## src/rtl/sfrls_pkg.sv

```systemverilog
// Shared types and constants for the SET-frame link set-up sender.
`timescale 1ns / 1ps

package sfrls_pkg;

   localparam logic [7:0] FRAME_FLAG = 8'h7e;
   localparam int         FRAME_LEN  = 5;
   localparam logic [2:0] LAST_BEAT  = 3'(FRAME_LEN - 1);
   localparam logic [2:0] RX_FULL    = 3'(FRAME_LEN);

   // request kinds
   localparam logic [1:0] KIND_START = 2'd0;
   localparam logic [1:0] KIND_BYTE  = 2'd1;
   localparam logic [1:0] KIND_TICK  = 2'd2;

   // status codes
   localparam logic [1:0] ST_OK      = 2'd0;
   localparam logic [1:0] ST_BAD_CHK = 2'd1;
   localparam logic [1:0] ST_GAVE_UP = 2'd2;

   // register indexes
   localparam logic [1:0] REG_TIMEOUT  = 2'd0;
   localparam logic [1:0] REG_MAX_ATT  = 2'd1;
   localparam logic [1:0] REG_ADDRESS  = 2'd2;
   localparam logic [1:0] REG_CONTROL  = 2'd3;

   typedef enum logic [1:0] {
      PH_IDLE,
      PH_RECV,
      PH_HOLD
   } phase_type;

   // one pending run of results: a full frame or a single status beat
   typedef struct packed {
      logic       valid;
      logic       frame;
      logic [1:0] code;
      logic [7:0] addr;
      logic [7:0] ctrl;
   } desc_type;

endpackage

```

## src/rtl/set_frame_retry_link_setup.sv

```systemverilog
// Link set-up sender: sends SET frames, checks the response, retries on timeout.
//
// Request channel (req_*): one beat per event; tuser carries the kind (start,
// received byte, timer tick) and tdata the received byte. Result channel
// (rsp_*): tuser is 0 for a byte to transmit and 1 for a status report,
// tdata carries the byte and the status code, tlast marks the final beat of
// the run caused by one request.
// Configuration (csr_*): write-only registers; the user must write them only
// while the block is idle, which the block itself does not enforce.
// Throughput: one request per cycle while req_tready is high. A start, or a
// tick that expires and resends, yields a five-beat frame on the result
// channel; a response flag or a final timeout yields one status beat; other
// requests yield nothing. The first result beat of a request is registered in
// the run descriptor register, then the result register. Requests keep flowing
// while a result waits: one run may queue in the descriptor register, and
// ready drops only while that register is full and the result register has
// not yet handed over the last beat of the run before it.
// Reset returns the block to idle; descriptor and result data are not reset.
`timescale 1ns / 1ps

module set_frame_retry_link_setup (
   input  logic        clock,
   input  logic        reset,
   // request channel
   input  logic        req_tvalid,
   output logic        req_tready,
   input  logic [7:0]  req_tdata,   // [7:0] rx_byte
   input  logic [1:0]  req_tuser,   // [1:0] kind
   // result channel
   output logic        rsp_tvalid,
   input  logic        rsp_tready,
   output logic [15:0] rsp_tdata,   // [7:0] tx_byte, [9:8] status_code, rest zero
   output logic        rsp_tlast,   // last_of_run
   output logic        rsp_tuser,   // [0] out_kind
   // configuration
   input  logic        csr_we,
   input  logic [1:0]  csr_index,
   input  logic [7:0]  csr_wdata
);

   logic [7:0] timeout_ff;
   logic [3:0] max_att_ff;
   logic [7:0] address_ff;
   logic [7:0] control_ff;

   sfrls_pkg::phase_type phase_ff, phase_in;
   logic [3:0] attempts_ff, attempts_in;
   logic [7:0] ticks_ff, ticks_in;
   logic [2:0] rxpos_ff, rxpos_in;
   // slot zero holds the opening flag and is never checked, so it is not kept
   logic [7:0] cap_ff [1:3];
   logic [7:0] cap_in [1:3];

   sfrls_pkg::desc_type desc_ff, desc_in;

   logic       out_valid_ff, out_valid_in;
   logic       out_frame_ff, out_frame_in;
   logic [2:0] beat_ff, beat_in;
   logic [7:0] tx_ff, tx_in;
   logic [1:0] code_ff, code_in;
   logic       last_ff, last_in;
   logic [7:0] oaddr_ff, oaddr_in;
   logic [7:0] octrl_ff, octrl_in;

   logic req_acc;
   logic desc_take;
   logic send;
   logic [2:0] beat_nx;

   assign desc_take  = desc_ff.valid && (!out_valid_ff || (rsp_tready && last_ff));
   assign req_tready = !desc_ff.valid || desc_take;
   assign req_acc    = req_tvalid && req_tready;

   // configuration registers
   always_ff @(posedge clock) begin
      if (reset) begin
         timeout_ff <= 8'd3;
         max_att_ff <= 4'd3;
         address_ff <= 8'd3;
         control_ff <= 8'd3;
      end else if (csr_we) begin
         unique case (csr_index)
            sfrls_pkg::REG_TIMEOUT: timeout_ff <= csr_wdata;
            sfrls_pkg::REG_MAX_ATT: max_att_ff <= csr_wdata[3:0];
            sfrls_pkg::REG_ADDRESS: address_ff <= csr_wdata;
            sfrls_pkg::REG_CONTROL: control_ff <= csr_wdata;
            default: ;
         endcase
      end
   end

   // protocol state and run descriptor
   always_comb begin
      phase_in    = phase_ff;
      attempts_in = attempts_ff;
      ticks_in    = ticks_ff;
      rxpos_in    = rxpos_ff;
      cap_in      = cap_ff;
      desc_in     = desc_ff;
      send        = 1'b0;
      if (desc_take) begin
         desc_in.valid = 1'b0;
      end
      if (req_acc) begin
         unique case (req_tuser)
            sfrls_pkg::KIND_START: begin
               attempts_in = 4'd1;
               send        = 1'b1;
            end
            sfrls_pkg::KIND_BYTE: begin
               if (phase_ff == sfrls_pkg::PH_RECV) begin
                  if (req_tdata == sfrls_pkg::FRAME_FLAG && rxpos_ff != 3'd0) begin
                     desc_in.valid = 1'b1;
                     desc_in.frame = 1'b0;
                     if (cap_ff[3] == (cap_ff[1] ^ cap_ff[2])) begin
                        phase_in     = sfrls_pkg::PH_IDLE;
                        desc_in.code = sfrls_pkg::ST_OK;
                     end else begin
                        phase_in     = sfrls_pkg::PH_HOLD;
                        desc_in.code = sfrls_pkg::ST_BAD_CHK;
                     end
                  end else begin
                     if (rxpos_ff != 3'd0 && rxpos_ff < 3'd4) begin
                        cap_in[rxpos_ff[1:0]] = req_tdata;
                     end
                     // saturate: drop bytes past the fifth
                     if (rxpos_ff < sfrls_pkg::RX_FULL) begin
                        rxpos_in = rxpos_ff + 3'd1;
                     end
                  end
               end
            end
            sfrls_pkg::KIND_TICK: begin
               if (phase_ff != sfrls_pkg::PH_IDLE) begin
                  if (ticks_ff > 8'd1) begin
                     ticks_in = ticks_ff - 8'd1;
                  end else begin
                     ticks_in = 8'd0;
                     if (attempts_ff < max_att_ff) begin
                        attempts_in = attempts_ff + 4'd1;
                        send        = 1'b1;
                     end else begin
                        phase_in      = sfrls_pkg::PH_IDLE;
                        desc_in.valid = 1'b1;
                        desc_in.frame = 1'b0;
                        desc_in.code  = sfrls_pkg::ST_GAVE_UP;
                     end
                  end
               end
            end
            default: ;
         endcase
      end
      if (send) begin
         ticks_in      = timeout_ff;
         rxpos_in      = 3'd0;
         cap_in[1]     = 8'd0;
         cap_in[2]     = 8'd0;
         cap_in[3]     = 8'd0;
         phase_in      = sfrls_pkg::PH_RECV;
         desc_in.valid = 1'b1;
         desc_in.frame = 1'b1;
         desc_in.code  = sfrls_pkg::ST_OK;
         desc_in.addr  = address_ff;
         desc_in.ctrl  = control_ff;
      end
   end

   always_ff @(posedge clock) begin
      if (reset) begin
         phase_ff      <= sfrls_pkg::PH_IDLE;
         attempts_ff   <= 4'd0;
         ticks_ff      <= 8'd0;
         rxpos_ff      <= 3'd0;
         cap_ff[1]     <= 8'd0;
         cap_ff[2]     <= 8'd0;
         cap_ff[3]     <= 8'd0;
      end else begin
         phase_ff      <= phase_in;
         attempts_ff   <= attempts_in;
         ticks_ff      <= ticks_in;
         rxpos_ff      <= rxpos_in;
         cap_ff        <= cap_in;
      end
   end

   always_ff @(posedge clock) begin
      if (reset) begin
         desc_ff.valid <= 1'b0;
      end else begin
         desc_ff.valid <= desc_in.valid;
      end
      desc_ff.frame <= desc_in.frame;
      desc_ff.code  <= desc_in.code;
      desc_ff.addr  <= desc_in.addr;
      desc_ff.ctrl  <= desc_in.ctrl;
   end

   // result register: load a run, then advance one beat per handshake
   assign beat_nx = beat_ff + 3'd1;

   always_comb begin
      out_valid_in = out_valid_ff;
      out_frame_in = out_frame_ff;
      beat_in      = beat_ff;
      tx_in        = tx_ff;
      code_in      = code_ff;
      last_in      = last_ff;
      oaddr_in     = oaddr_ff;
      octrl_in     = octrl_ff;
      if (desc_take) begin
         out_valid_in = 1'b1;
         out_frame_in = desc_ff.frame;
         beat_in      = 3'd0;
         tx_in        = desc_ff.frame ? sfrls_pkg::FRAME_FLAG : 8'd0;
         code_in      = desc_ff.frame ? sfrls_pkg::ST_OK : desc_ff.code;
         last_in      = !desc_ff.frame;
         oaddr_in     = desc_ff.addr;
         octrl_in     = desc_ff.ctrl;
      end else if (out_valid_ff && rsp_tready) begin
         if (last_ff) begin
            out_valid_in = 1'b0;
         end else begin
            beat_in = beat_nx;
            last_in = (beat_nx == sfrls_pkg::LAST_BEAT);
            unique case (beat_nx)
               3'd1:    tx_in = oaddr_ff;
               3'd2:    tx_in = octrl_ff;
               3'd3:    tx_in = oaddr_ff ^ octrl_ff;
               default: tx_in = sfrls_pkg::FRAME_FLAG;
            endcase
         end
      end
   end

   always_ff @(posedge clock) begin
      if (reset) begin
         out_valid_ff <= 1'b0;
      end else begin
         out_valid_ff <= out_valid_in;
      end
   end

   always_ff @(posedge clock) begin
      out_frame_ff <= out_frame_in;
      beat_ff      <= beat_in;
      tx_ff        <= tx_in;
      code_ff      <= code_in;
      last_ff      <= last_in;
      oaddr_ff     <= oaddr_in;
      octrl_ff     <= octrl_in;
   end

   assign rsp_tvalid = out_valid_ff;
   assign rsp_tdata  = {6'd0, code_ff, tx_ff};
   assign rsp_tlast  = last_ff;
   assign rsp_tuser  = !out_frame_ff;

   // a status report is always a single beat with no byte
   a_status_single: assert property (@(posedge clock) disable iff (reset)
      rsp_tvalid && rsp_tuser |-> rsp_tlast && rsp_tdata[7:0] == 8'd0)
      else $error("status beat not single or carries a byte");

   // a frame closes on the flag byte
   a_frame_close: assert property (@(posedge clock) disable iff (reset)
      rsp_tvalid && !rsp_tuser && rsp_tlast |-> rsp_tdata[7:0] == sfrls_pkg::FRAME_FLAG)
      else $error("frame does not end with a flag");

   // transmit beats carry no status code
   a_frame_code: assert property (@(posedge clock) disable iff (reset)
      rsp_tvalid && !rsp_tuser |-> rsp_tdata[9:8] == sfrls_pkg::ST_OK)
      else $error("transmit beat carries a status code");

   // a stalled frame beat holds its position in the run
   a_beat_hold: assert property (@(posedge clock) disable iff (reset)
      rsp_tvalid && !rsp_tready |=> rsp_tvalid && $stable(beat_ff) && $stable(rsp_tlast))
      else $error("frame beat moved while stalled");

endmodule

```

## config.mk

```make
export PLATFORM = sky130hd
export DESIGN_NAME = set_frame_retry_link_setup
export DESIGN_NICKNAME = d
export VERILOG_FILES = /design/src/rtl/sfrls_pkg.sv /design/src/rtl/set_frame_retry_link_setup.sv
export SDC_FILE = /design/constraint.sdc
export NUM_CORES = 1
export LEC_CHECK = 0
export ABC_AREA = 1
export ABC_CLOCK_PERIOD_IN_PS = 2590
export BUFFER_PORTS_ARGS = -buffer_cell sky130_fd_sc_hd__buf_4
export CAP_MARGIN = 20
export CORE_UTILIZATION = 35
export CTS_CLUSTER_SIZE = 10
export DETAILED_ROUTE_END_ITERATION = 7
export PLACE_DENSITY = 0.52
export SLEW_MARGIN = 25
export SYNTH_ARGS = -nofsm -noshare
export SYNTH_HDL_FRONTEND = slang
export SYNTH_SLANG_ARGS = --single-unit
```

## constraint.sdc

```tcl
create_clock -name clock -period 2.59 [get_ports clock]
set_input_delay 0 -clock clock [delete_from_list [all_inputs] [get_ports clock]]
set_output_delay 0 -clock clock [all_outputs]
set_load 0.01 [all_outputs]
```

==> out/qor.yml, run 1 <==
outcome:
  status: "finished clean"
grt:
  grt_pass1_vias: 4406
  grt_max_degree: 29
  grt_pass1_wl_mm: 20.75
  overflow: 0
  grt_usage: 0.1599
  antenna_found_initial: 0
floorplanning:
  die_y_um: 128.7
  start_util: 0.3644
  die_w_um: 128.7
  row_count: 45
  dieArea_um2: 16570
  core_area_um2: 15430
  io_pins: 45
critical_path:
  crit_family: "compound AO/OA/AOI/OAI gates"
  r2r_slack_ps: 540
  startpoint_type: "flip-flop"
  cp_max_fo: 17
  rr_startpoint: "max_att_ff[3]$_SDFFE_PP0P_"
  crit_path_frequent_cell: "inv_1"
  crit_type: "reg -> reg"
  rr_worst_depth: 8
  critPathArrivalTime_ps: 2160
  critPathSlowestCell: "dfxtp_1"
  r2r_end: "desc_ff[12]$_DFFE_PP_"
  critPathRequiredTime_ps: 2700
  crit_buf_inv: 3
  crit_chain: "inv_1 -> ha_1 -> a21oi_1 -> nand2_1 -> o21bai_4 -> nand2_4 -> inv_1 -> buf_4"
  crit_path_end_kind: "flip-flop"
  max_stage_delay_ps: 310
run:
  maxCapViolCount: 0
placed_design:
  postPlaceCellArea_um2: 6101
  preCtsSetupSlack_ps: 536.2
  io_buffer_count: 38
  gp_congestion: 0.8005
  dp_hpwl_mm: 8.680
synth:
  yosys.area_share.simple: 0.2548
  synthXorXnorAreaFrac: 0.02804
  netlist_instances: 675
  netlist-cell-type-count: 34
  synthesis.area_um2: 5622
  ys_seq_elements: 121
  synth_warnings: 0
  muxShareOfSynthArea: 0
  synth_ff_type: "dfxtp_1"
  async_reset_ff_frac: 0
  seq_area_frac_synth: 0.5092
  synth_top_family_by_area: "simple AND/OR/NAND/NOR gates"
  avgSynthCellArea_um2: 8.328
  synth_adder_area_share: 0.04006
  synth_edf_count: 44
  synth-compound-area-share: 0.09259
sta:
  fin_worst_skew_ps: 12.41
  setup_ws_ps: 539.3
  fin_tns_setup_ps: 0
  period_minus_slack_ps: 2051
  rsz0062_at_grt: "false"
  setup_viol: 0
  finalHoldViolCount: 0
  whs_ps: 18.02
  max_freq_mhz: 487.6
  finalCritPeriodShare: 0.7918
  slew_violations: 0
  slew_headroom: 0.5931
  worstMarginPinSlew_ps: 608.1
layout:
  layout_commonest_cell: "nand2_1"
  final_cell_mix: "nand2_1, dfxtp_1, inv_1"
  syn_to_final_growth_pct: 22.66
  nNetsFinal: 786
  n_antenna_cell: 0
  final_area_um2: 6895
  drive_gt1_frac: 0.1151
clock_network:
  post_cts_buffers: 0
  clock_path_buffers: 2
  clk_pin_slew_ps: 60
  cts_tree: "yes"
  clock_latency_ps: 420
  cts_buffers: 17
  htreeDepth: 4
  cts_root_buf: "clkbuf_16"
  clock-sinks: 121
route:
  first_pass_iters: 4
  wl_mm: 12.01
  postRouteAntennaNets: 0
  via_per_inst: 4.683
  detail_route.wl_per_cell_um: 12.42
  drt_iter0_drc: 242
  via_count: 4528
  drc: 0
worst_hold_path:
  hold_path.class: "in -> reg"
  hold_path_depth: 4
  min_from: "csr_index[0]"
  hold_end: "address_ff[0]$_SDFFE_PP1P_"
power:
  p_per_area_nw_per_um2: 724.1
  leakagePower_uw: 0.002901
  ir_worst_vdd_v: 0.0005076
worst register-to-register path, delay by kind of cell (launching register included):
family | cells | cell delay (ps)
AOI/OAI and AO/OA | 2 | 460
buffers and inverters | 3 | 350
DFF | 1 | 310
and+or+nand+nor | 2 | 310
adders and majority gates | 1 | 300
worst max path at each step:
stage | cells past startpoint | slack, ps | startpoint | end
detailed placement | 8 | 540 | max_att_ff[3]$_SDFFE_PP0P_ | desc_ff[12]$_DFFE_PP_
global placement | 8 | 590 | max_att_ff[3]$_SDFFE_PP0P_ | desc_ff[4]$_DFFE_PP_
global route | 9 | 290 | rxpos_ff[0]$_SDFFE_PP0P_ | cap_ff[5]$_SDFFE_PP0P_
finish | 8 | 540 | max_att_ff[3]$_SDFFE_PP0P_ | desc_ff[12]$_DFFE_PP_
CTS | 8 | 530 | max_att_ff[3]$_SDFFE_PP0P_ | desc_ff[12]$_DFFE_PP_
floorplan | 5 | 290 | rsp_tlast$_DFFE_PP_ | tx_ff[2]$_DFFE_PP_
Yosys cell counts, types with 4 or more instances:
cell type,n,area share
dfxtp_1,77,0.27
xor2_1,12,0.019
nand3_1,46,0.041
edfxtp_1,44,0.24
ha_1,18,0.040
nand2_1,159,0.11
o21ai_0,42,0.037
buf_4,10,0.013
inv_1,70,0.047
clkbuf_1,7,0.0047
a21oi_1,47,0.042
nor3_1,6,0.0053
a31oi_1,4,0.0045
nor2_1,69,0.046
nand4_1,34,0.038
xnor2_1,6,0.0093
state kept, by name, summed over array words and instances, names as in the netlist:
signal        cells
rsp_tvalid        1
max_att_ff        4
out_frame_ff      1
phase_ff          2
rxpos_ff          3
beat_ff           3
ticks_ff          8
octrl_ff          8
control_ff        8
attempts_ff       4
address_ff        8
code_ff           2
oaddr_ff          8
timeout_ff        8
rsp_tlast         1
tx_ff             8
cap_ff           24
desc_ff          20
where the power goes:
group          internal [uW]  total, uW  switching, uW
registers               2070       2110           44.0
clock network           1480       2350            870
logic                    195        532            337
total                   3740       4990           1250
final cells by class:
| class | count | area [um^2] |
|---|---|---|
| multi-input cells | 464 | 2359 |
| inverters | 74 | 277.8 |
| repair buffers | 65 | 538.0 |
| clock inverters | 13 | 140.1 |
| fillers | 1574 | 8532 |
| clock buffers | 19 | 454.2 |
| flip-flops and latches | 121 | 2863 |
| well taps | 211 | 264.0 |
layer usage:
layer,GRT usage,vias up,routed length [um]
met5,0,-,0
met4,0.06298,0,170
met3,0.03659,14,387
met2,0.2626,86,5635
met1,0.2040,2053,5818
li1,-,2375,-
timing repair:
item,4_1_cts,5_1_grt
hold buffers,20,0
resized for setup,0,0
endpoints found under the hold margin,61,0
through the flow:
| stage | power [uW] | std cells | util |
|---|---|---|---|
| after global routing | 5212 | 967 | 0.4470 |
| after detailed placement | 2659 | 915 | 0.3955 |
| after global placement | 2648 | 915 | 0.3955 |
| after floorplan | 2506 | 680 | - |
| after CTS | 5047 | 967 | 0.4470 |
| final | 4993 | 967 | 0.4470 |
cell families (layout without fill, tap and decap cells):
| group | count (synthesis) | after routing |
|---|---|---|
| AOI/OAI and AO/OA | 98 | 98 |
| xor gates and xnor gates | 18 | 18 |
| adders and majority gates | 18 | 18 |
| buffers and inverters | 95 | 171 |
| DFF | 121 | 121 |
| other | 1 | 6 |
| and+or+nand+nor | 324 | 324 |
(Power assumes the default switching activity.)
==> run 2, diff against run 1 <==
--- a/config.mk
+++ b/config.mk
@@ -6,13 +6,13 @@
 export NUM_CORES = 1
 export LEC_CHECK = 0
 export ABC_AREA = 1
-export ABC_CLOCK_PERIOD_IN_PS = 2590
+export ABC_CLOCK_PERIOD_IN_PS = 1800
 export BUFFER_PORTS_ARGS = -buffer_cell sky130_fd_sc_hd__buf_4
 export CAP_MARGIN = 20
 export CORE_UTILIZATION = 35
 export CTS_CLUSTER_SIZE = 10
 export DETAILED_ROUTE_END_ITERATION = 7
-export PLACE_DENSITY = 0.52
+export PLACE_DENSITY = 0.54
 export SLEW_MARGIN = 25
 export SYNTH_ARGS = -nofsm -noshare
 export SYNTH_HDL_FRONTEND = slang
==> constraint.sdc (replaced) <==
create_clock -name clock -period 1.8 [get_ports clock]
set_input_delay 0 -clock clock [delete_from_list [all_inputs] [get_ports clock]]
set_output_delay 0 -clock clock [all_outputs]
set_load 0.01 [all_outputs]
==> out/qor.yml, run 2 (synthesis gave the netlist of run 1 again) <==
critical_path:
  startpoint_type: "flip-flop"
  r2r_slack_ps: 80
  rr_worst_depth: 10
  critPathRequiredTime_ps: 1930
  crit_path_end_kind: "flip-flop"
  critPathArrivalTime_ps: 1850
  crit_type: "reg -> reg"
  cp_max_fo: 8
clock_network:
  clock-sinks: 121
  cts_tree: "yes"
  clock_path_buffers: 2
  clock_latency_ps: 410
  cts_root_buf: "clkbuf_16"
  htreeDepth: 4
  clk_pin_slew_ps: 50
  cts_buffers: 17
layout:
  reg.largest.list: "cap_ff (24), desc_ff (20)"
  utilization: 0.4751
  largest_register: "cap_ff"
  syn_to_final_growth_pct: 30.38
  fin_cells: 1000
  layout_commonest_cell: "nand2_1"
  nNetsFinal: 819
  n_antenna_cell: 0
  largest_reg_flops: 24
  drive_gt1_frac: 0.1774
  final_cell_mix: "nand2_1, dfxtp_1, buf_4"
floorplanning:
  die_y_um: 128.7
  start_util: 0.3644
  row_count: 45
  core_area_um2: 15430
  dieArea_um2: 16570
  die_w_um: 128.7
  io_pins: 45
grt:
  overflow: 0
  grt_pass1_vias: 4560
  grt_usage: 0.1609
  grt_max_degree: 36
  grt_pass1_wl_mm: 20.71
  antenna_found_initial: 0
sta:
  max_freq_mhz: 580.6
  slew_violations: 0
  setup_viol: 0
  fin_worst_skew_ps: 7.394
  finalCritPeriodShare: 0.9568
  finalHoldViolCount: 0
  period_minus_slack_ps: 1722
power:
  p_per_area_nw_per_um2: 1011
  ir_worst_vdd_v: 0.0006114
  leakagePower_uw: 0.003078
  finalPower_uw: 7414
placed_design:
  dp.cells: 938
  dp_hpwl_mm: 8.813
  io_buffer_count: 38
  gp_congestion: 0.7902
route:
  postRouteAntennaNets: 0
  drt_iter0_drc: 207
  detail_route.wl_per_cell_um: 12.57
  wl_mm: 12.57
  via_count: 4747
  first_pass_iters: 4
  via_per_inst: 4.747
  drc: 0
run:
  maxCapViolCount: 0
worst_hold_path:
  hold_path_depth: 5
  hold_path.class: "in -> reg"
outcome:
  status: "finished clean"
run 2: cell types whose count changed in the layout (fill, tap and decap cells not counted), moves of 4 or more:
cell and delta:
nand2_1 -7, nand2_2 +6, clkinv_1 +4, buf_4 +26
inv_1 -6, ha_1 -4, ha_4 +4
run 2: cell type report:
cell class              count  area [um^2]
fillers                  1508         8098
repair buffers             97        815.8
inverters                  74        287.8
flip-flops and latches    121         2867
well taps                 211        264.0
clock inverters            11        153.9
multi-input cells         465         2491
clock buffers              21        450.4
run 2: where the power goes:
group          switching [uW]  internal (uW)  total (uW)
Clock                    1150           2330        3480
Sequential               60.8           2980        3040
Combinational             527            363         890
run 2: worst max-delay path, cell delays in order, from the launching register on:
cell and delay, ps:
dfxtp_1 300, inv_1 60, ha_1 280, nand2_1 80, nand2_2 60, nand2_2 80, nand2_4 70, o21bai_4 160
nand2_4 80, clkinvlp_4 130, buf_12 130
run 2: timing repair:
item | in CTS | in global routing
hold buffers | 22 | 0
endpoints found under the hold margin | 60 | 0
setup buffers | 2 | 5
setup endpoints to repair | 39 | 68
gates cloned | 0 | 1
gates resized for setup | 6 | 28
pin swaps | 0 | 10
run 2: through the flow:
stage / setup TNS [ps] / worst slack [ps] / area [um^2] / hold WS (ps)
global placement: -7.736 / -7.736 / 6291 / 252.2
CTS: 0 / 0.4379 / 7176 / 5.677
global route: -177.0 / -15.04 / 7330 / 48.45
floorplan: 0 / 1.190 / 5658 / 126.3
finish: 0 / 77.67 / 7330 / 23.82
detailed placement: -954.3 / -69.55 / 6291 / 254.6
run 2: path summary, 6_finish.rpt:
path,from,end
worst max-delay path,max_att_ff[1]$_SDFFE_PP1P_,desc_ff[11]$_DFFE_PP_
worst min-delay path,rsp_tready,beat_ff[1]$_SDFFE_PP0P_
worst max register to register,max_att_ff[1]$_SDFFE_PP1P_,desc_ff[11]$_DFFE_PP_
worst min register to register,desc_ff[8]$_DFFE_PP_,oaddr_ff[0]$_DFFE_PP_
run 2: metal layers:
metal / vias up / routed length, um / GRT usage
li1: 2441 / - / -
met1: 2213 / 6045 / 0.2004
met2: 80 / 5958 / 0.2652
met3: 13 / 417 / 0.04532
met4: 0 / 148 / 0.06021
met5: - / 0 / 0
